===== src/rtl/core/lfpd_pkg.sv =====
`default_nettype none

package lfpd_pkg;

  // Sensor row and position arithmetic
  localparam int unsigned NumSensors = 5;
  localparam int unsigned SensorW    = 5;
  localparam int unsigned WeightStep = 1000;
  localparam int unsigned CenterPos  = 3000;
  // Weighted sum holds up to 1000 * (1 + 2 + ... + 5)
  localparam int unsigned WsumW      = 14;
  localparam int unsigned CntW       = 3;
  localparam int unsigned ErrW       = 12;
  localparam int unsigned GainW      = 24;
  localparam int unsigned SpeedW     = 8;
  localparam int unsigned DutyW      = 16;

  // Divider retires two quotient bits per cycle
  localparam int unsigned DivSteps   = WsumW / 2;
  localparam int unsigned DivCntW    = 3;

  // Configuration port
  localparam int unsigned CfgIdxW    = 3;
  localparam int unsigned CfgDataW   = 24;

  localparam logic [CfgIdxW-1:0] CfgGainProp  = 3'd0;
  localparam logic [CfgIdxW-1:0] CfgGainDeriv = 3'd1;
  localparam logic [CfgIdxW-1:0] CfgBaseLeft  = 3'd2;
  localparam logic [CfgIdxW-1:0] CfgBaseRight = 3'd3;
  localparam logic [CfgIdxW-1:0] CfgMaxLeft   = 3'd4;
  localparam logic [CfgIdxW-1:0] CfgMaxRight  = 3'd5;

  typedef struct packed {
    logic [GainW-1:0]  gain_prop;
    logic [GainW-1:0]  gain_deriv;
    logic [SpeedW-1:0] base_left;
    logic [SpeedW-1:0] base_right;
    logic [SpeedW-1:0] max_left;
    logic [SpeedW-1:0] max_right;
  } cfg_t;

  // Controller to datapath strobes
  typedef struct packed {
    logic load;
    logic div_step;
    logic err_en;
    logic mul_en;
    logic sum_en;
    logic drv_en;
    logic out_load;
  } cmd_t;

  // speed * 65534 / 255 truncated: 65534 = 257*255 - 1, so for speed in 1..255
  // the quotient is speed*257 - 1, and speed*257 is the byte repeated.
  function automatic logic [DutyW-1:0] speed_to_duty(input logic [SpeedW-1:0] s);
    logic [DutyW-1:0] rep;
    rep = {s, s};
    if (s == '0) begin
      return '0;
    end
    return rep - DutyW'(1);
  endfunction

endpackage

`default_nettype wire


===== src/rtl/core/line_follower_pd_drive_core.sv =====
`default_nettype none

// Line follower PD drive: one beat of five line-sensor bits in, one beat of
// left/right PWM duty, line-found flag and tracking error out. An accepted
// beat passes a restoring divider (two quotient bits a cycle) that forms the
// line position, then registered steps for error, the two gain multiplies,
// their sum, the Q16 drop and the speed clamp into the output register. A new
// beat is taken the cycle after the result is loaded, not before; a result
// that waits in the output register does not hold back the next computation
// until it reaches its final load. Gains and speeds are to be written through
// the configuration port while the block is idle; the block itself does not
// enforce this.
module line_follower_pd_drive_core
  import lfpd_pkg::*;
(
  input  wire logic                clk_i,
  input  wire logic                rst_ni,
  input  wire logic                cfg_we_i,
  input  wire logic [CfgIdxW-1:0]  cfg_idx_i,
  input  wire logic [CfgDataW-1:0] cfg_data_i,
  input  wire logic                in_valid_i,
  output logic                     in_stall_o,
  input  wire logic [SensorW-1:0]  sensor_bits_i,
  output logic                     out_valid_o,
  input  wire logic                out_stall_i,
  output logic [DutyW-1:0]         duty_left_o,
  output logic [DutyW-1:0]         duty_right_o,
  output logic                     line_found_o,
  output logic signed [ErrW-1:0]   track_error_o
);

  cfg_t cfg;
  cmd_t cmd;

  lfpd_cfg u_cfg (
    .clk_i      (clk_i),
    .rst_ni     (rst_ni),
    .cfg_we_i   (cfg_we_i),
    .cfg_idx_i  (cfg_idx_i),
    .cfg_data_i (cfg_data_i),
    .cfg_o      (cfg)
  );

  lfpd_ctrl u_ctrl (
    .clk_i       (clk_i),
    .rst_ni      (rst_ni),
    .in_valid_i  (in_valid_i),
    .in_stall_o  (in_stall_o),
    .out_valid_o (out_valid_o),
    .out_stall_i (out_stall_i),
    .cmd_o       (cmd)
  );

  lfpd_dpath u_dpath (
    .clk_i         (clk_i),
    .rst_ni        (rst_ni),
    .cmd_i         (cmd),
    .cfg_i         (cfg),
    .sensor_bits_i (sensor_bits_i),
    .duty_left_o   (duty_left_o),
    .duty_right_o  (duty_right_o),
    .line_found_o  (line_found_o),
    .track_error_o (track_error_o)
  );

endmodule

`default_nettype wire


===== src/rtl/core/lfpd_cfg.sv =====
`default_nettype none

module lfpd_cfg
  import lfpd_pkg::*;
(
  input  wire logic                clk_i,
  input  wire logic                rst_ni,
  input  wire logic                cfg_we_i,
  input  wire logic [CfgIdxW-1:0]  cfg_idx_i,
  input  wire logic [CfgDataW-1:0] cfg_data_i,
  output cfg_t                     cfg_o
);

  cfg_t cfg_q;

  // Decode the register index and drop value bits beyond each register
  always_ff @(posedge clk_i or negedge rst_ni) begin
    if (!rst_ni) begin
      cfg_q.gain_prop  <= GainW'(3932);
      cfg_q.gain_deriv <= GainW'(78643);
      cfg_q.base_left  <= SpeedW'(120);
      cfg_q.base_right <= SpeedW'(120);
      cfg_q.max_left   <= SpeedW'(180);
      cfg_q.max_right  <= SpeedW'(180);
    end else if (cfg_we_i) begin
      unique case (cfg_idx_i)
        CfgGainProp:  cfg_q.gain_prop  <= cfg_data_i[GainW-1:0];
        CfgGainDeriv: cfg_q.gain_deriv <= cfg_data_i[GainW-1:0];
        CfgBaseLeft:  cfg_q.base_left  <= cfg_data_i[SpeedW-1:0];
        CfgBaseRight: cfg_q.base_right <= cfg_data_i[SpeedW-1:0];
        CfgMaxLeft:   cfg_q.max_left   <= cfg_data_i[SpeedW-1:0];
        CfgMaxRight:  cfg_q.max_right  <= cfg_data_i[SpeedW-1:0];
        default: ;
      endcase
    end
  end

  assign cfg_o = cfg_q;

endmodule

`default_nettype wire


===== src/rtl/core/lfpd_ctrl.sv =====
`default_nettype none

module lfpd_ctrl
  import lfpd_pkg::*;
(
  input  wire logic clk_i,
  input  wire logic rst_ni,
  input  wire logic in_valid_i,
  output logic      in_stall_o,
  output logic      out_valid_o,
  input  wire logic out_stall_i,
  output cmd_t      cmd_o
);

  localparam logic [2:0] S_IDLE = 3'd0;
  localparam logic [2:0] S_DIV  = 3'd1;
  localparam logic [2:0] S_ERR  = 3'd2;
  localparam logic [2:0] S_MUL  = 3'd3;
  localparam logic [2:0] S_SUM  = 3'd4;
  localparam logic [2:0] S_DRV  = 3'd5;
  localparam logic [2:0] S_OUT  = 3'd6;

  logic [2:0]         state_q, state_d;
  logic [DivCntW-1:0] step_q, step_d;
  logic               out_valid_q, out_valid_d;
  logic               in_fire;
  logic               out_free;
  logic               div_last;

  assign in_fire  = in_valid_i && (state_q == S_IDLE);
  assign out_free = !out_valid_q || !out_stall_i;
  assign div_last = (step_q == DivCntW'(DivSteps - 1));

  // Datapath strobes follow the state
  always_comb begin
    cmd_o          = '0;
    cmd_o.load     = in_fire;
    cmd_o.div_step = (state_q == S_DIV);
    cmd_o.err_en   = (state_q == S_ERR);
    cmd_o.mul_en   = (state_q == S_MUL);
    cmd_o.sum_en   = (state_q == S_SUM);
    cmd_o.drv_en   = (state_q == S_DRV);
    cmd_o.out_load = (state_q == S_OUT) && out_free;
  end

  // Sequence one beat through divide, error, multiply, sum, drive and output
  always_comb begin
    state_d = state_q;
    step_d  = step_q;
    unique case (state_q)
      S_IDLE: begin
        step_d = '0;
        if (in_fire) begin
          state_d = S_DIV;
        end
      end
      S_DIV: begin
        step_d = step_q + DivCntW'(1);
        if (div_last) begin
          state_d = S_ERR;
        end
      end
      S_ERR: state_d = S_MUL;
      S_MUL: state_d = S_SUM;
      S_SUM: state_d = S_DRV;
      S_DRV: state_d = S_OUT;
      S_OUT: begin
        if (out_free) begin
          state_d = S_IDLE;
        end
      end
      default: state_d = S_IDLE;
    endcase
  end

  // Hold the result beat until the sink takes it
  always_comb begin
    out_valid_d = out_valid_q;
    if (cmd_o.out_load) begin
      out_valid_d = 1'b1;
    end else if (!out_stall_i) begin
      out_valid_d = 1'b0;
    end
  end

  always_ff @(posedge clk_i or negedge rst_ni) begin
    if (!rst_ni) begin
      state_q     <= S_IDLE;
      step_q      <= '0;
      out_valid_q <= 1'b0;
    end else begin
      state_q     <= state_d;
      step_q      <= step_d;
      out_valid_q <= out_valid_d;
    end
  end

  assign in_stall_o  = (state_q != S_IDLE);
  assign out_valid_o = out_valid_q;

`ifndef SYNTH
  a_accept_starts_div: assert property (@(posedge clk_i) disable iff (!rst_ni)
    in_fire |=> (state_q == S_DIV) && (step_q == '0))
    else $error("accepted beat did not start the divider");

  a_load_into_free_slot: assert property (@(posedge clk_i) disable iff (!rst_ni)
    cmd_o.out_load |-> (!out_valid_q || !out_stall_i))
    else $error("result loaded over a stalled beat");

  a_valid_rise_from_load: assert property (@(posedge clk_i) disable iff (!rst_ni)
    $rose(out_valid_q) |-> $past(cmd_o.out_load))
    else $error("result valid without a load");

  a_div_length: assert property (@(posedge clk_i) disable iff (!rst_ni)
    (state_q == S_ERR) |-> ($past(state_q) == S_DIV) && ($past(div_last)))
    else $error("divider left early");
`endif

endmodule

`default_nettype wire


===== src/rtl/core/lfpd_dpath.sv =====
`default_nettype none

module lfpd_dpath
  import lfpd_pkg::*;
(
  input  wire logic                clk_i,
  input  wire logic                rst_ni,
  input  cmd_t                     cmd_i,
  input  cfg_t                     cfg_i,
  input  wire logic [SensorW-1:0]  sensor_bits_i,
  output logic [DutyW-1:0]         duty_left_o,
  output logic [DutyW-1:0]         duty_right_o,
  output logic                     line_found_o,
  output logic signed [ErrW-1:0]   track_error_o
);

  localparam int unsigned NumUsed    = (NumSensors < SensorW) ? NumSensors : SensorW;
  localparam int unsigned WideW      = WsumW + 1;
  localparam int unsigned DerW       = ErrW + 1;
  localparam int unsigned ProdPW     = ErrW + GainW + 1;
  localparam int unsigned ProdDW     = DerW + GainW + 1;
  localparam int unsigned AccW       = ProdDW + 1;
  localparam int unsigned DriveShift = 16;
  localparam int unsigned DriveW     = AccW - DriveShift;
  localparam int unsigned SpdW       = DriveW + 2;

  localparam logic signed [WideW-1:0] ErrHi     = WideW'(2 ** (ErrW - 1) - 1);
  localparam logic signed [WideW-1:0] ErrLo     = ~ErrHi;
  localparam logic signed [AccW-1:0]  RoundBias = AccW'((1 << DriveShift) - 1);

  logic [WsumW-1:0]           wsum;
  logic [CntW-1:0]            cnt;
  logic [WsumW-1:0]           quo_q, quo_n;
  logic [CntW-1:0]            rem_q, rem_n;
  logic [CntW-1:0]            dvs_q;
  logic                       found_q;
  logic [CntW:0]              trial;
  logic                       qbit;
  logic signed [WideW-1:0]    err_wide;
  logic signed [ErrW-1:0]     err_sat, err_sel;
  logic signed [ErrW-1:0]     err_q, prev_err_q;
  logic signed [DerW-1:0]     deriv_q;
  logic signed [ProdPW-1:0]   prod_p_q;
  logic signed [ProdDW-1:0]   prod_d_q;
  logic signed [AccW-1:0]     acc_q;
  logic [AccW-1:0]            acc_rnd;
  logic signed [DriveW-1:0]   drive_q;
  logic signed [SpdW-1:0]     spd_l, spd_r;
  logic signed [SpdW-1:0]     max_l, max_r;
  logic [SpeedW-1:0]          clip_l, clip_r;
  logic [DutyW-1:0]           duty_l_q, duty_r_q;
  logic                       found_out_q;
  logic signed [ErrW-1:0]     err_out_q;

  // Weight and count the active sensors of the incoming beat
  always_comb begin
    wsum = '0;
    cnt  = '0;
    for (int k = 0; k < NumUsed; k++) begin
      if (sensor_bits_i[k]) begin
        wsum = wsum + WsumW'((k + 1) * WeightStep);
        cnt  = cnt + CntW'(1);
      end
    end
  end

  // Restoring divide, two quotient bits per step
  always_comb begin
    rem_n = rem_q;
    quo_n = quo_q;
    trial = '0;
    qbit  = 1'b0;
    for (int i = 0; i < 2; i++) begin
      trial = {rem_n, quo_n[WsumW-1]};
      qbit  = (trial >= {1'b0, dvs_q});
      if (qbit) begin
        rem_n = CntW'(trial - {1'b0, dvs_q});
      end else begin
        rem_n = CntW'(trial);
      end
      quo_n = {quo_n[WsumW-2:0], qbit};
    end
  end

  always_ff @(posedge clk_i) begin
    if (cmd_i.load) begin
      quo_q   <= wsum;
      rem_q   <= '0;
      dvs_q   <= cnt;
      found_q <= (cnt != '0) && (cnt != CntW'(NumSensors));
    end else if (cmd_i.div_step) begin
      quo_q <= quo_n;
      rem_q <= rem_n;
    end
  end

  // Error from the quotient, saturated, or the held value when no line
  always_comb begin
    err_wide = $signed(WideW'(CenterPos) - {1'b0, quo_q});
    if (err_wide > ErrHi) begin
      err_sat = ErrHi[ErrW-1:0];
    end else if (err_wide < ErrLo) begin
      err_sat = ErrLo[ErrW-1:0];
    end else begin
      err_sat = err_wide[ErrW-1:0];
    end
    err_sel = found_q ? err_sat : prev_err_q;
  end

  always_ff @(posedge clk_i or negedge rst_ni) begin
    if (!rst_ni) begin
      prev_err_q <= '0;
    end else if (cmd_i.err_en) begin
      prev_err_q <= err_sel;
    end
  end

  always_ff @(posedge clk_i) begin
    if (cmd_i.err_en) begin
      err_q   <= err_sel;
      deriv_q <= DerW'(err_sel) - DerW'(prev_err_q);
    end
  end

  // Gain products, one multiplier each, registered
  always_ff @(posedge clk_i) begin
    if (cmd_i.mul_en) begin
      prod_p_q <= err_q * $signed({1'b0, cfg_i.gain_prop});
      prod_d_q <= deriv_q * $signed({1'b0, cfg_i.gain_deriv});
    end
  end

  always_ff @(posedge clk_i) begin
    if (cmd_i.sum_en) begin
      acc_q <= AccW'(prod_p_q) + AccW'(prod_d_q);
    end
  end

  // Drop the Q16 fraction, rounding toward zero
  assign acc_rnd = acc_q + (acc_q[AccW-1] ? RoundBias : '0);

  always_ff @(posedge clk_i) begin
    if (cmd_i.drv_en) begin
      drive_q <= $signed(acc_rnd[AccW-1:DriveShift]);
    end
  end

  // Wheel speeds, clamped to zero and their maximum
  always_comb begin
    spd_l = SpdW'($signed({1'b0, cfg_i.base_left}))  + SpdW'(drive_q);
    spd_r = SpdW'($signed({1'b0, cfg_i.base_right})) - SpdW'(drive_q);
    max_l = $signed(SpdW'({1'b0, cfg_i.max_left}));
    max_r = $signed(SpdW'({1'b0, cfg_i.max_right}));
    if (spd_l > max_l) begin
      clip_l = cfg_i.max_left;
    end else if (spd_l < 0) begin
      clip_l = '0;
    end else begin
      clip_l = spd_l[SpeedW-1:0];
    end
    if (spd_r > max_r) begin
      clip_r = cfg_i.max_right;
    end else if (spd_r < 0) begin
      clip_r = '0;
    end else begin
      clip_r = spd_r[SpeedW-1:0];
    end
  end

  // Load the whole result beat together so it holds while stalled
  always_ff @(posedge clk_i) begin
    if (cmd_i.out_load) begin
      duty_l_q    <= speed_to_duty(clip_l);
      duty_r_q    <= speed_to_duty(clip_r);
      found_out_q <= found_q;
      err_out_q   <= err_q;
    end
  end

  assign duty_left_o   = duty_l_q;
  assign duty_right_o  = duty_r_q;
  assign line_found_o  = found_out_q;
  assign track_error_o = err_out_q;

endmodule

`default_nettype wire

===== config.mk =====
export PLATFORM = sky130hd
export DESIGN_NAME = line_follower_pd_drive_core
export DESIGN_NICKNAME = d
export VERILOG_FILES = /design/src/rtl/core/lfpd_pkg.sv /design/src/rtl/core/line_follower_pd_drive_core.sv /design/src/rtl/core/lfpd_cfg.sv /design/src/rtl/core/lfpd_ctrl.sv /design/src/rtl/core/lfpd_dpath.sv
export SDC_FILE = /design/constraint.sdc
export NUM_CORES = 2
export LEC_CHECK = 0
export BUFFER_PORTS_ARGS = -buffer_cell sky130_fd_sc_hd__buf_4
export CELL_PAD_IN_SITES_DETAIL_PLACEMENT = 1
export CELL_PAD_IN_SITES_GLOBAL_PLACEMENT = 1
export CORE_MARGIN = 3
export CORE_UTILIZATION = 45
export DETAILED_ROUTE_END_ITERATION = 6
export PLACE_DENSITY_LB_ADDON = 0.1
export RECOVER_POWER = 50
export SLEW_MARGIN = 10
export SYNTH_ARGS = -nofsm -noshare
export SYNTH_HDL_FRONTEND = slang
export SYNTH_SLANG_ARGS = --single-unit

===== constraint.sdc =====
create_clock -name clk_i -period 7.55 [get_ports clk_i]
set_input_delay 0.3775 -clock clk_i [delete_from_list [all_inputs] [get_ports clk_i]]
set_output_delay 0.3775 -clock clk_i [all_outputs]
set_load 0.005 [all_outputs]

* After elaboration in Yosys (flattened, before gate mapping)
Index checks and enable logic that the tools add are counted.
** Operators by class
- Muxes and demuxes :: 37
- Reduce and logical (&&, ||, !) cells :: 21
- Equality and inequality tests :: 17
- Add/sub/neg operators :: 19
- Magnitude comparators :: 8
- $mul :: 2
** Operators with widths (number)
- 2-to-1 mux 14 bit :: 6
- 2-to-1 mux 16 bit :: 5
- greater-than comparator 24 x 9 -> 1 bit :: 2
- less-than comparator 24 x 1 -> 1 bit, second input constant :: 2
- adder 37 x 38 -> 39 bit :: 1
- adder 39 bit :: 1
- multiplier 13 x 25 -> 38 bit :: 1
- multiplier 12 x 25 -> 37 bit :: 1
- 2-to-1 mux 12 bit :: 3
- 2-to-1 mux 8 bit :: 4
- subtractor 16 x 1 -> 16 bit, second input constant :: 2
- adder 14 x 12 -> 14 bit, second input constant :: 2
- 2-to-1 mux 3 bit :: 9
- adder 9 x 23 -> 24 bit :: 1
- subtractor 9 x 23 -> 24 bit :: 1
- one-hot mux 3 bit (7 select lines) :: 1
- equality test 3 bit, second input constant :: 6
- logical NOT 8 bit :: 2
- greater-than comparator 15 x 12 -> 1 bit, second input constant :: 1
- less-than comparator 15 x 12 -> 1 bit, second input constant :: 1
- subtractor 12 x 14 -> 15 bit, first input constant :: 1
- adder 14 x 13 -> 14 bit, second input constant :: 1
- subtractor 12 x 12 -> 13 bit :: 1
- adder 10 x 11 -> 12 bit, second input constant :: 1
- other kinds (19) :: 48
** Storage, ports and cells
- Logic and storage cells :: 128
- Register bits after elaboration :: 327
- Input port bits :: 37

* Longest topological paths before layout
- Word-level depth :: 11
- Mapped depth :: 26

* Modules after synthesis
Synthesis repeated with hierarchy kept, for this count alone.
** Second synthesis, totals
- Cell total of the unflattened synthesis :: 3796
- Area total of the unflattened synthesis :: 37503.5 um^2
** Modules (own cells, without submodules)
- lfpd_dpath :: area an instance 33948.8 um^2, cells each 3572, times used 1
- lfpd_cfg :: area an instance 3110.5 um^2, cells each 174, times used 1
- lfpd_ctrl :: area an instance 444.2 um^2, cells each 50, times used 1

* Least setup slack after synthesis
No wires, ideal clock.
- Kind :: reg2reg
- Start point :: register u_cfg.cfg_q (netlist bit u_cfg.cfg_o[33])
- End point :: register u_dpath.prod_d_q[36], data pin
- Data required time :: 7.292 ns
- Path slack :: 0.807 ns
- Cell stages (with the launch flop) :: 23
- Arrival :: 6.485 ns
- Setup time :: 0.258 ns
- Path through :: dfstp_2 clkbuf_1 nand2_1 fa_1 fa_1 inv_1 fa_1 fa_1 fa_1 fa_1 ha_1 a21o_1 a21oi_1 o21ai_0 a21o_1 a2111oi_0 nor4_1 o41ai_1 a21oi_1 a31oi_1 o21ai_0 a21oi_1 xnor2_1
** Between the ends
- Word-level cells in the longest chain between the ends :: 1
** RTL lines
- start, declared :: RTL line lfpd_cfg.sv:14 : cfg_t cfg_q;
- multiplier 13 x 25 -> 38 bit :: RTL line lfpd_dpath.sv:129 : prod_d_q <= deriv_q * $signed({1'b0, cfg_i.gain_deriv});
- end signal, assigned :: RTL line lfpd_dpath.sv:129
- end, declared :: RTL line lfpd_dpath.sv:44 : logic signed [ProdDW-1:0] prod_d_q;
Every way passes these cells.
A chain may end at the register's enable or synchronous reset.

* Worst setup path after layout
- Start point :: register u_dpath.deriv_q[1]
- End point :: register u_dpath.prod_d_q[36], data pin
** Between the ends
- Word-level cells in the longest chain between the ends :: 1
** RTL lines
- start, declared :: RTL line lfpd_dpath.sv:42 : logic signed [DerW-1:0] deriv_q;
- start signal, assigned :: RTL line lfpd_dpath.sv:121 : deriv_q <= DerW'(err_sel) - DerW'(prev_err_q);
- multiplier 13 x 25 -> 38 bit :: RTL line lfpd_dpath.sv:129
Every way passes these cells.

==> reports/qor_table.md <==
| Quantity | Value | Unit |
|:---|:---|:---|
| IO buf count | 83 | - |
| DRC violations left | 0 | - |
| Skew-Pair Late Insertion Delay | 0.60 | ns |
| Clock Skews | 0.02799 | ns |
| Final count of pins violating max slew | 375 | - |
| Wire length of the first global-routing pass | 165900 | um |
| TritonCTS Buffers | 47 | - |
| Combined area of all synthesized cells | 36970 | sq um |
| Cell type with the largest total area after synthesis | fa_1 | - |
| Overall die width | 292.6 | um |
| Area of combinational cells with multiple inputs | 24960 | sq um |
| Layout net count | 4687 | - |
| Gate Count Post-Synth | 3770 | - |
| Post-DR wirelength/cell | 20.84 | um |
| Floorplan row count | 104 | - |
| Ordered list of cells on the worst path | buf_4, and2_1, fa_1, inv_1, fa_1, inv_1, fa_1, fa_1, fa_1, fa_1, ha_1, a21o_1, a21oi_1, o21ai_0, a21o_1, a2111oi_2, nor4_1, buf_4, o41ai_2, a21oi_1, a31oi_2, o21ai_0, a21oi_1, xnor2_1 | - |
| Clock transition time at the flip-flop clock pins of the worst setup and hold paths | 0.06 | ns |
| Most common library cells after synthesis | 585 x inv_1, 498 x nand2_1, 469 x fa_1, 340 x ha_1, 225 x edfxtp_1 | - |
| Unique cell type count in the Yosys netlist | 77 | - |
| Core region area | 80940 | sq um |
| Delay of the slowest cell on the worst path | 0.55 | ns |
| Setup slack, reg-to-reg | 0.48 | ns |
| Starting density of the core | 45.67 | % |
| Highest attainable clock frequency | 141.5 | MHz |
| Largest net degree at the start of global routing | 76 | - |
| CP arrival | 7.40 | ns |
| Global placement routability congestion | 0.8648 | - |
| Required arrival time at the worst endpoint | 7.88 | ns |
| CTS tree | yes | - |
| Post-Synth Simple-Gate Area | 14.80 | % |
| Xor/xnor cell area share of the yosys netlist | 4.099 | % |
| R2r endpoint | u_dpath.prod_d_q[36] | - |
| CTS H-Tree Depth | 2 | - |
| Sink of the worst hold path | u_cfg.cfg_o[77] | - |
| Vias after detailed routing | 26530 | - |
| Die height | 292.6 | um |
| Share of the clock period used by the worst path | 93.63 | % |
| WHS | 0.04541 | ns |
| Most used standard cell by instance count after synthesis | inv_1 | - |
| Class of the tightest hold or removal check | in2reg | - |
| Share of the core filled with cells | 50.10 | % |
| Number of buffers and inverters on the critical path | 4 | - |
| Synth-to-Final Area Change | 9.704 | % |
| Number of warnings reported in the yosys synthesis log | 0 | - |
| Main synth FF type | edfxtp_1 | - |
| Least-Margin Pin Slew | 4.133 | ns |
| Routed vias/inst | 5.369 | - |
| Final hold violation count | 0 | - |
| Routed wire length | 103000 | um |
| Proportion of synthesized flip-flops having asynchronous set or reset | 30.28 | % |
| Cell types occupying the most area after synthesis | fa_1 25%, edfxtp_1 18%, ha_1 12% | - |
| Initial antenna violation count | 1 | - |
| Mux cell area share after synthesis | 3.243 | % |
| Vias in the first global route | 29300 | - |
| Sequential share of the synthesized area | 25.25 | % |
| Syn_nets | 4616 | - |
| Top Ports | 84 | - |
| Detail Route Antenna Nets | 0 | - |
| Result of the run | finished with violations | - |
| Die ar. | 85620 | sq um |
| Final setup vio count | 0 | - |
| Headroom to the max-slew limit | -175.5 | % |
| Area fraction of the dominant cell type after synthesis | 25.40 | % |
| Startpoint of the worst hold path | cfg_data_i[21] | - |
| R2r worst-path depth | 24 | - |
| Longest Clk Path Bufs | 3 | - |
| Detail Placement HPWL | 82740 | um |
| Slowest library cell on the worst path | fa_1 | - |
| Footprint of the flip-flops and latches | 9335 | sq um |
| Overflow left after global routing | 0 | - |
| Mean Syn Cell Area | 9.805 | sq um |
| Combinational family with the most area after synthesis | adder cells | - |
| Type of origin of the critical path | register | - |
| Compound-cell area share of the yosys netlist | 8.323 | % |
| WHS Path Cells | 2 | - |
| Source of the worst register-to-register timing path | u_dpath.deriv_q[1] | - |
| Share of final-layout standard cells stronger than drive strength 1 | 9.356 | % |
| Detailed Route Iter0 Violations | 1277 | - |
| Violations in the final reports | capacitance limit, slew limit | - |
| Total global-route track usage | 24.75 | % |
| Clock root buffer | clkbuf_16 | - |
| Clock Sink Count | 327 | - |
| Kind of capture point of the worst setup path | register | - |
| Post-synthesis share of cell area spent on full adders, half adders and majority gates | 36.91 | % |
| First-pass iteration count of the detailed router | 5 | - |
| Fill cell total of the finished layout | 9109 | - |
| Count of max-cap constraint violations | 9 | - |
| Cell with the most instances on the worst path | fa_1 | - |
| Cell count along the critical path | 24 | - |
| Crit path time final | 7.069 | ns |
| Largest driver fanout on the critical path | 11 | - |
| RSZ-0062 raised after global routing | no | - |
| Kind of critical path | reg2reg | - |
| Flip-flop and latch count after synthesis | 327 | - |
| Post-synth EDFFs | 225 | - |
| Top Family by Delay on Critical Path | adder cells | - |
==> cell usage in the layout, fill, tap and decap left out, types with 10 or more instances in the layout <==
cell	instances
buf_4	90
inv_1	585
mux2i_1	14
nor2b_1	62
ha_1	340
dfrtp_1	66
nor3_1	37
a21oi_1	155
xnor2_1	125
o21bai_1	21
nor2_1	168
clkbuf_1	35
dfstp_2	33
nand4_1	20
and2_1	203
a211oi_1	10
nand3_1	47
nand2b_1	34
a21o_1	60
a21boi_0	10
o21a_1	21
o21ai_0	107
clkbuf_16	50
edfxtp_1	225
clkbuf_4	38
mux2_2	86
and3_1	17
nand2_1	498
xor2_1	48
fa_1	469
==> logic make-up (layout without fill, tap and decap cells) <==
group / after synthesis / in the layout
compound gates: 486 / 486
xor+xnor: 173 / 173
fa+ha+maj: 809 / 809
buf+inv: 722 / 832
flops: 327 / 327
mux: 108 / 108
other cells: 0 / 1
simple gates: 1145 / 1145
==> worst max path at each step <==
stage,startpoint,endpoint,slack (ns)
after global routing,u_dpath.deriv_q[1],u_dpath.prod_d_q[36],0.11
final,u_dpath.deriv_q[1],u_dpath.prod_d_q[36],0.48
after detailed placement,u_dpath.deriv_q[3],u_dpath.prod_d_q[36],-0.005
after CTS,u_dpath.deriv_q[3],u_dpath.prod_d_q[36],0.11
after global placement,u_dpath.deriv_q[3],u_dpath.prod_d_q[36],0.19
after floorplan,u_cfg.cfg_o[33],u_dpath.prod_d_q[36],0.81
==> registers in the layout, indices dropped and copies added (netlist names), 14 cells and up <==
name / count
u_cfg.cfg_o: 80
u_dpath.quo_q: 14
u_dpath.prod_p_q: 37
u_dpath.acc_q: 39
u_dpath.duty_right_o: 16
u_dpath.prod_d_q: 38
u_dpath.duty_left_o: 16
u_dpath.drive_q: 23
==> layer usage <==
layer	routed length (um)	vias up	global-route usage (%)	part of all wire, %
met5	0	-	0	0
met3	2483	116	2.123	2.4
met1	44730	13720	31.34	43
li1	-	12350	-	-
met2	53120	339	45.74	52
met4	2645	0	6.018	2.6
==> cell type report <==
class | count | area share (%)
Antenna cell | 1 | 0.006171
Multi-Input combinational cell | 2721 | 61.54
Timing Repair Buffer | 159 | 2.768
Clock inverter | 25 | 0.6541
Sequential cell | 327 | 23.02
Tap cell | 1060 | 3.270
Clock buffer | 63 | 3.329
Inverter | 585 | 5.415
==> what timing repair did <==
| action | CTS | global route |
|---|---|---|
| hold endpoints to repair | 44 | 0 |
| hold buffers | 2 | 0 |
| setup buffers | 0 | 4 |
| gates resized for setup | 1 | 3 |
| setup endpoints to repair | 1 | 4 |
==> per-stage QoR <==
stage | setup TNS (ns) | cell area, sq um | setup WS (ns) | instances
floorplan | 0 | 36970 | 0.8071 | 3770
global placement | 0 | 38950 | 0.1915 | 4846
detailed placement | -0.005393 | 38950 | -0.005393 | 4846
CTS | 0 | 40590 | 0.1078 | 4936
global route | 0 | 40550 | 0.1070 | 4941
finish | 0 | 40550 | 0.4808 | 4941
Power is left out: the tool's default activity adds up to more than one toggle a clock period on the data nets, which glitch-free logic cannot reach.
